$ cat config.mk
export PLATFORM = sky130hd
export DESIGN_NAME = modem_link_power_handshake_fsm
export DESIGN_NICKNAME = d
export VERILOG_FILES = /design/src/design/mlph_pkg.sv /design/src/design/modem_link_power_handshake_fsm.sv /design/src/design/mlph_front.sv /design/src/design/mlph_back.sv
export SDC_FILE = /design/constraint.sdc
export NUM_CORES = 1
export LEC_CHECK = 0
export ABC_AREA = 1
export BUFFER_PORTS_ARGS = -buffer_cell sky130_fd_sc_hd__buf_2
export CORE_MARGIN = 2
export CORE_UTILIZATION = 58
export DETAILED_ROUTE_END_ITERATION = 7
export PLACE_DENSITY = 0.75
export SLEW_MARGIN = 30
export SYNTH_ARGS = -nofsm -noshare
export SYNTH_HDL_FRONTEND = slang
export SYNTH_HIERARCHICAL = 1
export SYNTH_SLANG_ARGS = --single-unit
$ cat constraint.sdc
create_clock -name clock -period 4.1 [get_ports clock]
set_clock_uncertainty 0.2 [all_clocks]
set_input_delay 0.82 -clock clock [delete_from_list [all_inputs] [get_ports clock]]
set_output_delay 0.82 -clock clock [all_outputs]
set_load 0.02 [all_outputs]
$ cat src/design/mlph_pkg.sv
`timescale 1ns / 1ps
`default_nettype none
package mlph_pkg;

   typedef enum logic [3:0] {
      ST_UNMOUNTED    = 4'd0,
      ST_SUSPENDED    = 4'd1,
      ST_HOLDING      = 4'd2,
      ST_RESETTING    = 4'd3,
      ST_MOUNTING     = 4'd4,
      ST_ACTIVE       = 4'd5,
      ST_AP_FREE      = 4'd6,
      ST_CP_FREE      = 4'd7,
      ST_ACTIVATING   = 4'd8,
      ST_UNMOUNTING   = 4'd9,
      ST_CP_BOOTING   = 4'd10,
      ST_LOCKED_ON    = 4'd11,
      ST_WDOG_TIMEOUT = 4'd12,
      ST_CP_FAIL      = 4'd13,
      ST_AP_FAIL      = 4'd14
   } fsm_state_type;

   localparam logic [3:0] EV_WAKE_HI   = 4'd0;
   localparam logic [3:0] EV_WAKE_LO   = 4'd1;
   localparam logic [3:0] EV_STATUS_HI = 4'd2;
   localparam logic [3:0] EV_STATUS_LO = 4'd3;
   localparam logic [3:0] EV_RESET     = 4'd4;
   localparam logic [3:0] EV_MOUNTED   = 4'd5;
   localparam logic [3:0] EV_UNMOUNTED = 4'd6;
   localparam logic [3:0] EV_SUSPENDED = 4'd7;
   localparam logic [3:0] EV_RESUMED   = 4'd8;
   localparam logic [3:0] EV_ERROR     = 4'd9;
   localparam logic [3:0] EV_HOLD      = 4'd10;
   localparam logic [3:0] EV_TICK      = 4'd11;
   localparam logic [3:0] EV_START     = 4'd12;
   localparam logic [3:0] EV_STOP      = 4'd13;
   localparam logic [3:0] EV_WDOG_FIRE = 4'd14;
   localparam logic [3:0] EV_HOLD_FIRE = 4'd15;

   localparam logic [1:0] MODE_LOCKED  = 2'd1;
   localparam logic [1:0] MODE_BOOTING = 2'd2;

   localparam int unsigned REG_WATCHDOG = 0;
   localparam int unsigned REG_HOLD     = 1;
   localparam logic [15:0] WATCHDOG_RESET = 16'd1000;
   localparam logic [15:0] HOLD_RESET     = 16'd100;
   localparam int unsigned QUEUE_DEPTH    = 2;

   typedef struct packed {
      logic [3:0] kind;
      logic [1:0] start_mode;
      logic       peer_wakeup_level;
      logic       peer_status_level;
      logic       peer_online;
      logic       link_is_suspended;
   } req_word_type;

   typedef struct packed {
      logic [3:0] fsm_state_out;
      logic       wakeup_pin_out;
      logic       status_pin_out;
      logic       sys_lock_out;
      logic       suspend_block_out;
      logic       reload_pulse;
      logic       pm_fail_pulse;
      logic       cp_fail_pulse;
      logic       link_up;
      logic       running;
   } rsp_word_type;

   // classified command handed from front to back
   typedef struct packed {
      logic         is_fsm;
      logic         is_tick;
      logic         is_start;
      logic         is_stop;
      req_word_type word;
   } cmd_type;

   typedef struct packed {
      fsm_state_type state;
      logic          running;
      logic          hold_pending;
      logic          wakeup_pin;
      logic          status_pin;
      logic          sys_lock;
      logic          suspend_block;
      logic          wdog_armed;
      fsm_state_type wdog_owner;
      fsm_state_type wdog_wait;
      logic          hold_armed;
      logic          reload;
      logic          pm_fail;
      logic          cp_fail;
   } ctx_type;

   function automatic ctx_type wdog_start(ctx_type c, fsm_state_type owner,
                                          fsm_state_type waitst);
      ctx_type r;
      r = c;
      r.wdog_owner = owner;
      r.wdog_wait  = waitst;
      r.wdog_armed = 1'b1;
      return r;
   endfunction

   function automatic ctx_type run_fsm(ctx_type ci, logic [3:0] ev, logic lv_wake,
                                       logic lv_status, logic lv_online,
                                       logic lv_susp, output logic wdog_load,
                                       output logic hold_load);
      ctx_type       c;
      fsm_state_type cs;
      fsm_state_type n;
      logic          skip;
      c         = ci;
      cs        = ci.state;
      n         = cs;
      skip      = 1'b0;
      wdog_load = 1'b0;
      hold_load = 1'b0;
      if (!c.running) begin
         c.wakeup_pin = 1'b0;
         if (ev == EV_ERROR && cs != ST_CP_FAIL) begin
            c.cp_fail = 1'b1;
         end
         return c;
      end
      if (cs == ST_LOCKED_ON || cs == ST_WDOG_TIMEOUT || cs == ST_CP_FAIL) begin
         skip = 1'b1;
      end else if (ev == EV_HOLD) begin
         if (!lv_online) begin
            skip = 1'b1;
         end else begin
            c.hold_pending = 1'b1;
            if (!(cs == ST_UNMOUNTED || cs == ST_AP_FREE || cs == ST_CP_FREE)) begin
               skip = 1'b1;
            end
         end
      end
      if (skip) begin
         return c;
      end
      unique case (cs)
         ST_UNMOUNTED, ST_SUSPENDED: begin
            if (cs == ST_UNMOUNTED && ev == EV_SUSPENDED) begin
               n = ST_SUSPENDED;
            end else if ((ev == EV_WAKE_HI || ev == EV_HOLD) &&
                         (cs == ST_SUSPENDED || lv_susp)) begin
               n = ST_SUSPENDED;
               c.sys_lock = 1'b1;
               c.suspend_block = 1'b1;
            end else if ((cs == ST_UNMOUNTED && (ev == EV_WAKE_HI || ev == EV_HOLD)) ||
                         (cs == ST_SUSPENDED && ev == EV_RESUMED)) begin
               if (lv_wake) begin
                  c.hold_pending = 1'b0;
                  c.sys_lock = 1'b1;
                  c.suspend_block = 1'b1;
                  c.reload = 1'b1;
                  c.wakeup_pin = 1'b1;
                  c = wdog_start(c, ST_RESETTING, ST_MOUNTING);
                  wdog_load = 1'b1;
                  n = ST_RESETTING;
               end else if (c.hold_pending) begin
                  c.hold_pending = 1'b0;
                  c.sys_lock = 1'b1;
                  c.suspend_block = 1'b1;
                  c.wakeup_pin = 1'b1;
                  c = wdog_start(c, ST_HOLDING, ST_RESETTING);
                  wdog_load = 1'b1;
                  n = ST_HOLDING;
               end else begin
                  n = ST_UNMOUNTED;
               end
            end
         end
         ST_HOLDING: begin
            if (ev == EV_WAKE_HI || (ev == EV_WDOG_FIRE && lv_wake)) begin
               n = ST_RESETTING;
               c.reload = 1'b1;
               c = wdog_start(c, ST_RESETTING, ST_MOUNTING);
               wdog_load = 1'b1;
            end else if (ev == EV_WDOG_FIRE) begin
               n = ST_WDOG_TIMEOUT;
            end
         end
         ST_RESETTING: begin
            if (ev == EV_RESET) begin
               n = ST_MOUNTING;
               c.status_pin = 1'b1;
               c = wdog_start(c, ST_MOUNTING, ST_ACTIVE);
               wdog_load = 1'b1;
            end else if (ev == EV_WDOG_FIRE) begin
               n = ST_AP_FAIL;
            end else if (ev == EV_WAKE_LO) begin
               n = ST_CP_FAIL;
            end
         end
         ST_MOUNTING: begin
            if (ev == EV_MOUNTED || ev == EV_STATUS_HI) begin
               n = ST_ACTIVE;
               if (c.wdog_owner == ST_MOUNTING) c.wdog_armed = 1'b0;
            end else if (ev == EV_WDOG_FIRE) begin
               n = ST_WDOG_TIMEOUT;
            end else if (ev == EV_WAKE_LO) begin
               n = ST_AP_FAIL;
            end
         end
         ST_ACTIVE: begin
            if (ev == EV_WAKE_LO || ev == EV_STATUS_LO) begin
               n = ST_AP_FREE;
               if (!c.hold_armed) begin
                  c.hold_armed = 1'b1;
                  hold_load = 1'b1;
               end
            end
         end
         ST_AP_FREE: begin
            if (ev == EV_WAKE_HI) begin
               n = ST_ACTIVE;
               c.hold_armed = 1'b0;
               c.wakeup_pin = 1'b1;
            end else if (ev == EV_HOLD) begin
               c.wakeup_pin = 1'b1;
               c.hold_armed = 1'b1;
               hold_load = 1'b1;
            end else if (ev == EV_HOLD_FIRE) begin
               if (!lv_wake) begin
                  n = ST_CP_FREE;
                  c.hold_pending = 1'b0;
                  c.wakeup_pin = 1'b0;
               end else begin
                  n = ST_ACTIVE;
                  c.hold_armed = 1'b0;
                  c.wakeup_pin = 1'b1;
               end
            end else if (ev == EV_STATUS_LO) begin
               n = ST_CP_FAIL;
            end
         end
         ST_CP_FREE: begin
            if (ev == EV_STATUS_LO) begin
               n = ST_UNMOUNTING;
               c = wdog_start(c, ST_UNMOUNTING, ST_UNMOUNTED);
               wdog_load = 1'b1;
            end else if (ev == EV_WAKE_HI) begin
               n = ST_ACTIVE;
               c.wakeup_pin = 1'b1;
            end else if (ev == EV_HOLD) begin
               n = ST_ACTIVATING;
               c.wakeup_pin = 1'b1;
               c = wdog_start(c, ST_ACTIVATING, ST_ACTIVE);
               wdog_load = 1'b1;
            end
         end
         ST_ACTIVATING: begin
            if (ev == EV_WAKE_HI) begin
               n = ST_ACTIVE;
               if (c.wdog_owner == ST_ACTIVATING) c.wdog_armed = 1'b0;
               c.wakeup_pin = 1'b1;
            end else if (ev == EV_STATUS_LO) begin
               n = ST_UNMOUNTING;
               if (c.wdog_owner == ST_ACTIVATING) c.wdog_armed = 1'b0;
               c.wakeup_pin = 1'b0;
            end else if (ev == EV_WDOG_FIRE) begin
               if (lv_wake) n = ST_ACTIVE;
               else if (!lv_status) n = ST_UNMOUNTING;
               else n = ST_WDOG_TIMEOUT;
            end
         end
         ST_UNMOUNTING: begin
            if (ev == EV_UNMOUNTED) begin
               n = ST_UNMOUNTED;
               if (c.hold_pending) begin
                  if (lv_online) n = ST_HOLDING;
                  c.hold_pending = 1'b0;
               end
               if (c.wdog_owner == ST_UNMOUNTING) c.wdog_armed = 1'b0;
               c.status_pin = 1'b0;
               if (n == ST_HOLDING) begin
                  c.sys_lock = 1'b1;
                  c.suspend_block = 1'b1;
                  c.wakeup_pin = 1'b1;
                  c = wdog_start(c, ST_HOLDING, ST_RESETTING);
                  wdog_load = 1'b1;
               end
            end else if (ev == EV_WDOG_FIRE) begin
               n = ST_WDOG_TIMEOUT;
            end
         end
         ST_CP_BOOTING: begin
            if (ev == EV_WAKE_HI) begin
               n = ST_ACTIVE;
               c.wakeup_pin = 1'b1;
            end else if (ev == EV_ERROR) begin
               n = ST_CP_FAIL;
            end
         end
         default: begin
         end
      endcase
      c.state = n;
      if (n != cs) begin
         if (n == ST_UNMOUNTED) c.sys_lock = 1'b0;
         else if (n == ST_ACTIVE) c.sys_lock = 1'b1;
         if (n == ST_WDOG_TIMEOUT) begin
            if (lv_status) c.pm_fail = 1'b1;
            else c.cp_fail = 1'b1;
         end else if (n == ST_CP_FAIL || n == ST_AP_FAIL) begin
            c.cp_fail = 1'b1;
         end
      end
      return c;
   endfunction

endpackage
`default_nettype wire

$ cat src/design/modem_link_power_handshake_fsm.sv
`timescale 1ns / 1ps
`default_nettype none
// Link power handshake controller. Event words enter a two-entry queue and are
// executed one per cycle, back to back while rsp_ready is high, by the back end,
// which holds the handshake state, pins, locks and the watchdog and hold timers;
// each word yields one result word, registered as the word leaves the queue.
// Timer registers sit at byte addresses 0 (watchdog) and 4 (hold); zero acts as one.
module modem_link_power_handshake_fsm #(
   parameter int unsigned QUEUE_DEPTH = mlph_pkg::QUEUE_DEPTH
) (
   input  wire                    clock,
   input  wire                    reset,
   input  wire                    req_valid,
   output logic                   req_ready,
   input  wire mlph_pkg::req_word_type req_word,
   output logic                   rsp_valid,
   input  wire                    rsp_ready,
   output mlph_pkg::rsp_word_type rsp_word,
   input  wire                    csr_psel,
   input  wire                    csr_penable,
   input  wire                    csr_pwrite,
   input  wire  [2:0]             csr_paddr,
   input  wire  [31:0]            csr_pwdata,
   output logic [31:0]            csr_prdata,
   output logic                   csr_pready
);
   logic              cmd_valid, cmd_ready;
   mlph_pkg::cmd_type cmd;
   logic [15:0]       wd_ff, hd_ff;
   logic              wr;

   assign csr_pready = 1'b1;
   assign wr = csr_psel && csr_penable && csr_pwrite;

   always_comb begin
      unique case (csr_paddr[2])
         1'b0:    csr_prdata = {16'd0, wd_ff};
         default: csr_prdata = {16'd0, hd_ff};
      endcase
   end

   always_ff @(posedge clock) begin
      if (reset) begin
         wd_ff <= mlph_pkg::WATCHDOG_RESET;
         hd_ff <= mlph_pkg::HOLD_RESET;
      end else if (wr) begin
         if (csr_paddr[2] == 1'(mlph_pkg::REG_WATCHDOG)) wd_ff <= csr_pwdata[15:0];
         if (csr_paddr[2] == 1'(mlph_pkg::REG_HOLD)) hd_ff <= csr_pwdata[15:0];
      end
   end

   mlph_front #(.DEPTH(QUEUE_DEPTH)) u_front (
      .clock, .reset, .req_valid, .req_ready, .req_word,
      .cmd_valid, .cmd_ready, .cmd
   );

   mlph_back u_back (
      .clock, .reset, .cmd_valid, .cmd_ready, .cmd,
      .watchdog_ticks(wd_ff), .hold_ticks(hd_ff),
      .rsp_valid, .rsp_ready, .rsp_word
   );
endmodule
`default_nettype wire

$ cat src/design/mlph_front.sv
`timescale 1ns / 1ps
`default_nettype none
module mlph_front #(
   parameter int unsigned DEPTH = mlph_pkg::QUEUE_DEPTH
) (
   input  wire                   clock,
   input  wire                   reset,
   input  wire                   req_valid,
   output logic                  req_ready,
   input  wire mlph_pkg::req_word_type req_word,
   output logic                  cmd_valid,
   input  wire                   cmd_ready,
   output mlph_pkg::cmd_type     cmd
);
   localparam int unsigned AW = (DEPTH > 1) ? $clog2(DEPTH) : 1;

   mlph_pkg::cmd_type    q_ff [DEPTH];
   mlph_pkg::cmd_type    cls;
   logic [AW-1:0]        wp_ff, wp_in, rp_ff, rp_in;
   logic [AW:0]          cnt_ff, cnt_in;
   logic                 push, pop;

   always_comb begin
      cls          = '0;
      cls.word     = req_word;
      cls.is_fsm   = req_word.kind <= mlph_pkg::EV_HOLD;
      cls.is_tick  = req_word.kind == mlph_pkg::EV_TICK;
      cls.is_start = req_word.kind == mlph_pkg::EV_START;
      cls.is_stop  = req_word.kind == mlph_pkg::EV_STOP;
   end

   assign req_ready = cnt_ff != (AW+1)'(DEPTH);
   assign cmd_valid = cnt_ff != '0;
   assign cmd       = q_ff[rp_ff];
   assign push      = req_valid && req_ready;
   assign pop       = cmd_valid && cmd_ready;

   always_comb begin
      wp_in  = wp_ff;
      rp_in  = rp_ff;
      cnt_in = cnt_ff;
      if (push) wp_in = (wp_ff == AW'(DEPTH - 1)) ? '0 : wp_ff + 1'b1;
      if (pop) rp_in = (rp_ff == AW'(DEPTH - 1)) ? '0 : rp_ff + 1'b1;
      if (push && !pop) cnt_in = cnt_ff + 1'b1;
      else if (pop && !push) cnt_in = cnt_ff - 1'b1;
   end

   always_ff @(posedge clock) begin
      if (reset) begin
         wp_ff  <= '0;
         rp_ff  <= '0;
         cnt_ff <= '0;
      end else begin
         wp_ff  <= wp_in;
         rp_ff  <= rp_in;
         cnt_ff <= cnt_in;
      end
      if (push) q_ff[wp_ff] <= cls;
   end
endmodule
`default_nettype wire

$ cat src/design/mlph_back.sv
`timescale 1ns / 1ps
`default_nettype none
module mlph_back (
   input  wire                   clock,
   input  wire                   reset,
   input  wire                   cmd_valid,
   output logic                  cmd_ready,
   input  wire mlph_pkg::cmd_type cmd,
   input  wire [15:0]            watchdog_ticks,
   input  wire [15:0]            hold_ticks,
   output logic                  rsp_valid,
   input  wire                   rsp_ready,
   output mlph_pkg::rsp_word_type rsp_word
);
   mlph_pkg::ctx_type      ctx_ff, ctx_in, a, b, t;
   logic [15:0]            wcnt_ff, wcnt_in, hcnt_ff, hcnt_in;
   logic [15:0]            wreload, hreload;
   logic                   wl_a, hl_a, wl_b, hl_b;
   logic                   wfire, hfire;
   logic                   rv_ff, rv_in, take;
   mlph_pkg::rsp_word_type rsp_ff, rsp_in;
   mlph_pkg::req_word_type w;

   assign wreload   = (watchdog_ticks == '0) ? 16'd1 : watchdog_ticks;
   assign hreload   = (hold_ticks == '0) ? 16'd1 : hold_ticks;
   assign cmd_ready = !rv_ff || rsp_ready;
   assign take      = cmd_valid && cmd_ready;
   assign w         = cmd.word;
   assign rsp_valid = rv_ff;
   assign rsp_word  = rsp_ff;

   always_comb begin
      t = ctx_ff;
      t.reload  = 1'b0;
      t.pm_fail = 1'b0;
      t.cp_fail = 1'b0;
      wcnt_in = wcnt_ff;
      hcnt_in = hcnt_ff;
      wfire = t.wdog_armed && wcnt_ff <= 16'd1;
      a = t;
      wl_a = 1'b0;
      hl_a = 1'b0;
      b = t;
      wl_b = 1'b0;
      hl_b = 1'b0;
      hfire = 1'b0;
      ctx_in = t;
      priority if (cmd.is_fsm) begin
         ctx_in = mlph_pkg::run_fsm(t, w.kind, w.peer_wakeup_level, w.peer_status_level,
            w.peer_online, w.link_is_suspended, wl_a, hl_a);
         if (wl_a) wcnt_in = wreload;
         if (hl_a) hcnt_in = hreload;
      end else if (cmd.is_tick) begin
         // watchdog first, then hold timer
         if (t.wdog_armed) begin
            if (wfire) begin
               a.wdog_armed = 1'b0;
               wcnt_in = '0;
               if (a.wdog_wait != a.state) begin
                  a = mlph_pkg::run_fsm(a, mlph_pkg::EV_WDOG_FIRE, w.peer_wakeup_level,
                     w.peer_status_level, w.peer_online, w.link_is_suspended,
                     wl_a, hl_a);
                  if (wl_a) wcnt_in = wreload;
               end
            end else begin
               wcnt_in = wcnt_ff - 1'b1;
            end
         end
         b = a;
         if (a.hold_armed) begin
            if (hl_a) begin
               hcnt_in = hreload;
               if (hreload <= 16'd1) hfire = 1'b1;
               else hcnt_in = hreload - 1'b1;
            end else if (hcnt_ff <= 16'd1) begin
               hfire = 1'b1;
            end else begin
               hcnt_in = hcnt_ff - 1'b1;
            end
            if (hfire) begin
               b.hold_armed = 1'b0;
               hcnt_in = '0;
               b = mlph_pkg::run_fsm(b, mlph_pkg::EV_HOLD_FIRE, w.peer_wakeup_level,
                  w.peer_status_level, w.peer_online, w.link_is_suspended, wl_b, hl_b);
               if (wl_b) wcnt_in = wreload;
               if (hl_b) hcnt_in = hreload;
            end
         end
         ctx_in = b;
      end else if (cmd.is_start) begin
         if (!t.running) begin
            ctx_in.sys_lock = 1'b1;
            if (w.start_mode == mlph_pkg::MODE_LOCKED ||
                w.start_mode == mlph_pkg::MODE_BOOTING) begin
               ctx_in.state = (w.start_mode == mlph_pkg::MODE_LOCKED) ?
                  mlph_pkg::ST_LOCKED_ON : mlph_pkg::ST_CP_BOOTING;
               ctx_in.wakeup_pin = 1'b1;
               ctx_in.status_pin = 1'b1;
            end else begin
               ctx_in.state = mlph_pkg::ST_UNMOUNTED;
               ctx_in.wakeup_pin = 1'b0;
               ctx_in.status_pin = 1'b0;
            end
            ctx_in.hold_pending = 1'b0;
            ctx_in.running = 1'b1;
         end
      end else if (cmd.is_stop) begin
         if (t.running) begin
            ctx_in.running = 1'b0;
            ctx_in.state = mlph_pkg::ST_UNMOUNTED;
         end
      end else begin
         ctx_in = t;
      end
   end

   always_comb begin
      rsp_in.fsm_state_out     = ctx_in.state;
      rsp_in.wakeup_pin_out    = ctx_in.wakeup_pin;
      rsp_in.status_pin_out    = ctx_in.status_pin;
      rsp_in.sys_lock_out      = ctx_in.sys_lock;
      rsp_in.suspend_block_out = ctx_in.suspend_block;
      rsp_in.reload_pulse      = ctx_in.reload;
      rsp_in.pm_fail_pulse     = ctx_in.pm_fail;
      rsp_in.cp_fail_pulse     = ctx_in.cp_fail;
      rsp_in.link_up           = ctx_in.state == mlph_pkg::ST_LOCKED_ON ||
                                 ctx_in.state == mlph_pkg::ST_ACTIVE ||
                                 ctx_in.state == mlph_pkg::ST_AP_FREE;
      rsp_in.running           = ctx_in.running;
      rv_in = take ? 1'b1 : (rsp_ready ? 1'b0 : rv_ff);
   end

   always_ff @(posedge clock) begin
      if (reset) begin
         ctx_ff <= '{state: mlph_pkg::ST_UNMOUNTED, wdog_owner: mlph_pkg::ST_UNMOUNTED,
                     wdog_wait: mlph_pkg::ST_UNMOUNTED, default: 1'b0};
         wcnt_ff <= '0;
         hcnt_ff <= '0;
         rv_ff   <= 1'b0;
      end else begin
         if (take) begin
            ctx_ff  <= ctx_in;
            wcnt_ff <= wcnt_in;
            hcnt_ff <= hcnt_in;
         end
         rv_ff <= rv_in;
      end
      if (take) rsp_ff <= rsp_in;
   end
endmodule
`default_nettype wire
==> results.py <==
metrics = {
    "route": {
        "drtIter0Drc": 1222,
        "dr_total_vias": 8947,
        "routed_wl_mm": 26.65,
        "dr.pass1.iters": 6,
        "ant_nets": 0,
        "wl_per_cell_um": 17.62,
        "viasPerCell": 5.917,
        "drcViolationCount": 0,
    },
    "setup_path": {
        "path_cells": "buf_4 -> mux2_2 -> nor2_2 -> nand2_1 -> buf_4 -> inv_1 -> nor2_1 -> o21ai_0 -> nand2_1 -> nand2_1 -> inv_1 -> nand3_2 -> o21ai_2 -> o21ai_1 -> nand2_1 -> a21oi_2 -> nand2_1 -> nand3_1 -> nand2_1",
        "path_max_fanout": 14,
        "cp-end-kind": "register",
        "crit_type": "reg -> reg",
        "cp.arrival_ps": 3380,
        "cp_num_cells": 19,
        "crit_required_ps": 4070,
        "critPathMaxStageDelay_ps": 420,
        "crit_slowest_cell": "mux2_2",
        "worstSetupStartpointType": "register",
        "cp_num_buf_inv": 4,
        "cp_top_family": "simple AND/OR/NAND/NOR gates",
        "r2r_cells": 19,
        "cp_common_cell": "nand2_1",
    },
    "clock_network": {
        "root_buffer": "clkbuf_16",
        "cts_tree": "done",
        "postCtsHoldBufs": 0,
        "clk_pin_slew_worst_paths_ps": 60,
        "cts_resized": 0,
        "htree_num_levels": 4,
        "post_cts_buffers": 0,
        "clkLatencyLatePin_ps": 430,
        "cts_buffers": 17,
        "cts.sinks": 130,
        "cts_buffer_depth": 2,
    },
    "logic_synthesis": {
        "synth_warnings": 6,
        "syn-mean-instance-area_um2": 6.832,
        "synth_area_um2": 8553,
        "syn_inst": 1252,
        "synth_edf_count": 41,
        "netlist-cell-type-count": 58,
        "yosys_register_bits": 130,
        "synth-async-reset-ratio_pct": 0,
        "ys_seq_area_share_pct": 35.23,
        "ys.flop_type": "dfxtp_1",
    },
    "placement": {
        "dp_hpwl_mm": 19.73,
        "dp_slack_ps": 757.2,
        "dpl.cell_count": 1480,
        "place_congestion": 1.040,
        "io_buffers": 64,
    },
    "global_routing": {
        "grtUsageTotal_pct": 34.39,
        "grt_pass1_wl_mm": 42.80,
        "grt_overflow": 0,
        "first_global_vias": 8093,
        "grt_max_degree": 33,
        "antenna_found_initial": 0,
    },
    "layout": {
        "area_delta_synth_final_pct": 12.05,
        "n_antenna_cell": 0,
        "mostFrequentLayoutCells": "nand2_1 (312), nor2_1 (162), inv_1 (128), nand3_1 (93), dfxtp_1 (89)",
        "fillers": 1298,
        "fin_cells": 1512,
        "drive_above_1_share_pct": 14.61,
        "layout_commonest_cell": "nand2_1",
        "finish.net_count": 1373,
    },
    "sta": {
        "setup_slack_ps": 690.5,
        "layout_min_cycle_time_ps": 3409,
        "hold_viol": 0,
        "timing.slew.headroom_pct": 41.41,
        "tns_ps": 0,
        "worst_slew_pin_slew_ps": 873.5,
        "rsz0062_at_grt": "no",
        "finalCritPeriodShare_pct": 83.16,
        "setup_viol": 0,
        "fmax_mhz": 293.3,
        "drv_slew": 0,
    },
    "pwr": {
        "powerDensity_nw_per_um2": 709.2,
        "vdd_drop_max_mv": 0.5137,
        "power.leakage_nw": 4.437,
    },
    "floorplanning": {
        "rows": 44,
        "die_h_um": 125.4,
        "die_w_um": 125.4,
        "core_area_um2": 14480,
        "dieArea_um2": 15730,
        "num_io_pins": 100,
        "initial_core_util_pct": 59.07,
    },
    "job": {
        "drv_cap": 0,
    },
    "status": {
        "run_status": "completed",
    },
    "min_path": {
        "hold-path-cell-count": 2,
        "hp-class": "reg -> reg",
    },
}
==> cell usage after synthesis, types with 3 or more instances <==
library cell / n / area [um2]
nand2_1: 312 / 1171
nor2_1: 164 / 615.6
inv_1: 129 / 484.2
nand3_1: 93 / 465.5
dfxtp_1: 89 / 1782
o21ai_0: 65 / 325.3
a21oi_1: 63 / 315.3
edfxtp_1: 41 / 1231
nor3_1: 23 / 115.1
buf_4: 22 / 165.2
nand4_1: 19 / 118.9
clkbuf_1: 15 / 56.30
mux2_2: 14 / 157.7
xor2_1: 14 / 122.6
nor2_2: 13 / 81.33
nand2_2: 12 / 75.07
o21ai_1: 12 / 60.06
a211oi_1: 11 / 82.58
buf_2: 11 / 55.05
a31oi_1: 9 / 56.30
nor4_1: 9 / 56.30
a22oi_1: 8 / 60.06
inv_2: 8 / 30.03
nor2_4: 8 / 90.09
o211ai_1: 8 / 60.06
buf_6: 7 / 78.83
a221oi_1: 6 / 52.55
ha_1: 6 / 75.07
o31ai_1: 5 / 37.54
nand3_2: 4 / 40.04
o2111ai_1: 4 / 35.03
o21ai_2: 4 / 35.03
a32oi_1: 3 / 26.28
clkinv_1: 3 / 11.26
inv_4: 3 / 18.77
nor3b_1: 3 / 22.52
o22ai_1: 3 / 18.77
o2bb2ai_1: 3 / 26.28
xnor2_1: 3 / 26.28
==> sequential cells by signal, summed over array words and instances (netlist names), named ones only <==
signal,flops
wd_ff,16
u_back/ctx_ff,19
u_back/rsp_valid,1
hd_ff,16
u_front/cnt_ff,2
u_front/q_ff,28
u_back/hcnt_ff,16
u_back/rsp_word,13
u_back/wcnt_ff,16
u_front/rp_ff,1
u_front/wp_ff,1
==> per-layer routing <==
metal	global-route usage [%]	up-vias	share of wire (%)
met5	0	-	0
li1	-	4270	-
met4	9.477	0	1.9
met2	52.11	456	44
met3	7.445	51	9.9
met1	49.68	4170	44
==> worst register-to-register path, stage by stage (launching register included) <==
cell and delay (ps):
dfxtp_1 310, buf_4 220, mux2_2 430, nor2_2 240, nand2_1 170, buf_4 220
inv_1 150, nor2_1 120, o21ai_0 100, nand2_1 80, nand2_1 80, inv_1 50
nand3_2 80, o21ai_2 90, o21ai_1 130, nand2_1 70, a21oi_2 210, nand2_1 80
nand3_1 80, nand2_1 60
==> power breakdown <==
part           switching, mW  leakage, nW  internal (mW)
logic                   2.34         3.02           1.05
clock network          0.625        0.297          0.973
registers              0.171         1.12           1.64
==> stage by stage <==
stage | total power, mW | area, um2 | hold slack [ps] | utilization, %
final | 6.797 | 9584 | 264.7 | 66.19
after global routing | 7.259 | 9584 | 301.2 | 66.19
after CTS | 6.723 | 9584 | 263.8 | 66.19
after detailed placement | 5.103 | 8964 | 254.0 | 61.91
after global placement | 5.060 | 8959 | 254.1 | 61.87
after floorplan | 4.245 | 8610 | 235.8 | -
==> cell type report <==
type | count | area, um2 | area share, %
flip-flops and latches | 130 | 3013 | 31.44
repair buffers | 85 | 478.0 | 4.987
well taps | 184 | 230.2 | 2.402
inverters | 143 | 544.3 | 5.679
clock inverters | 15 | 195.2 | 2.037
clock buffers | 17 | 425.4 | 4.439
multi-input cells | 938 | 4698 | 49.02
==> cell families (layout without fill, tap and decap cells) <==
logic type | Yosys count | count (layout) | synth area share, %
adders and majority gates | 6 | 6 | 0.8777
and+or+nand+nor | 671 | 671 | 34.73
AOI/OAI and AO/OA | 213 | 213 | 14.94
buffers and inverters | 199 | 260 | 10.56
other | 2 | 17 | 0.08780
DFF | 130 | 130 | 35.23
muxes | 14 | 14 | 1.843
xor gates and xnor gates | 17 | 17 | 1.741
==> path summary, 6_finish.rpt <==
check                                       start            endpoint  slack, ps
worst min register to register  u_back/ctx_ff[13]   u_back/ctx_ff[13]        260
worst min-delay path            u_back/ctx_ff[13]   u_back/ctx_ff[13]        260
worst max-delay path                     register  u_back/rsp_word[1]        690
worst max register to register           register  u_back/rsp_word[1]        690
Power figures use the tool's default switching activity.
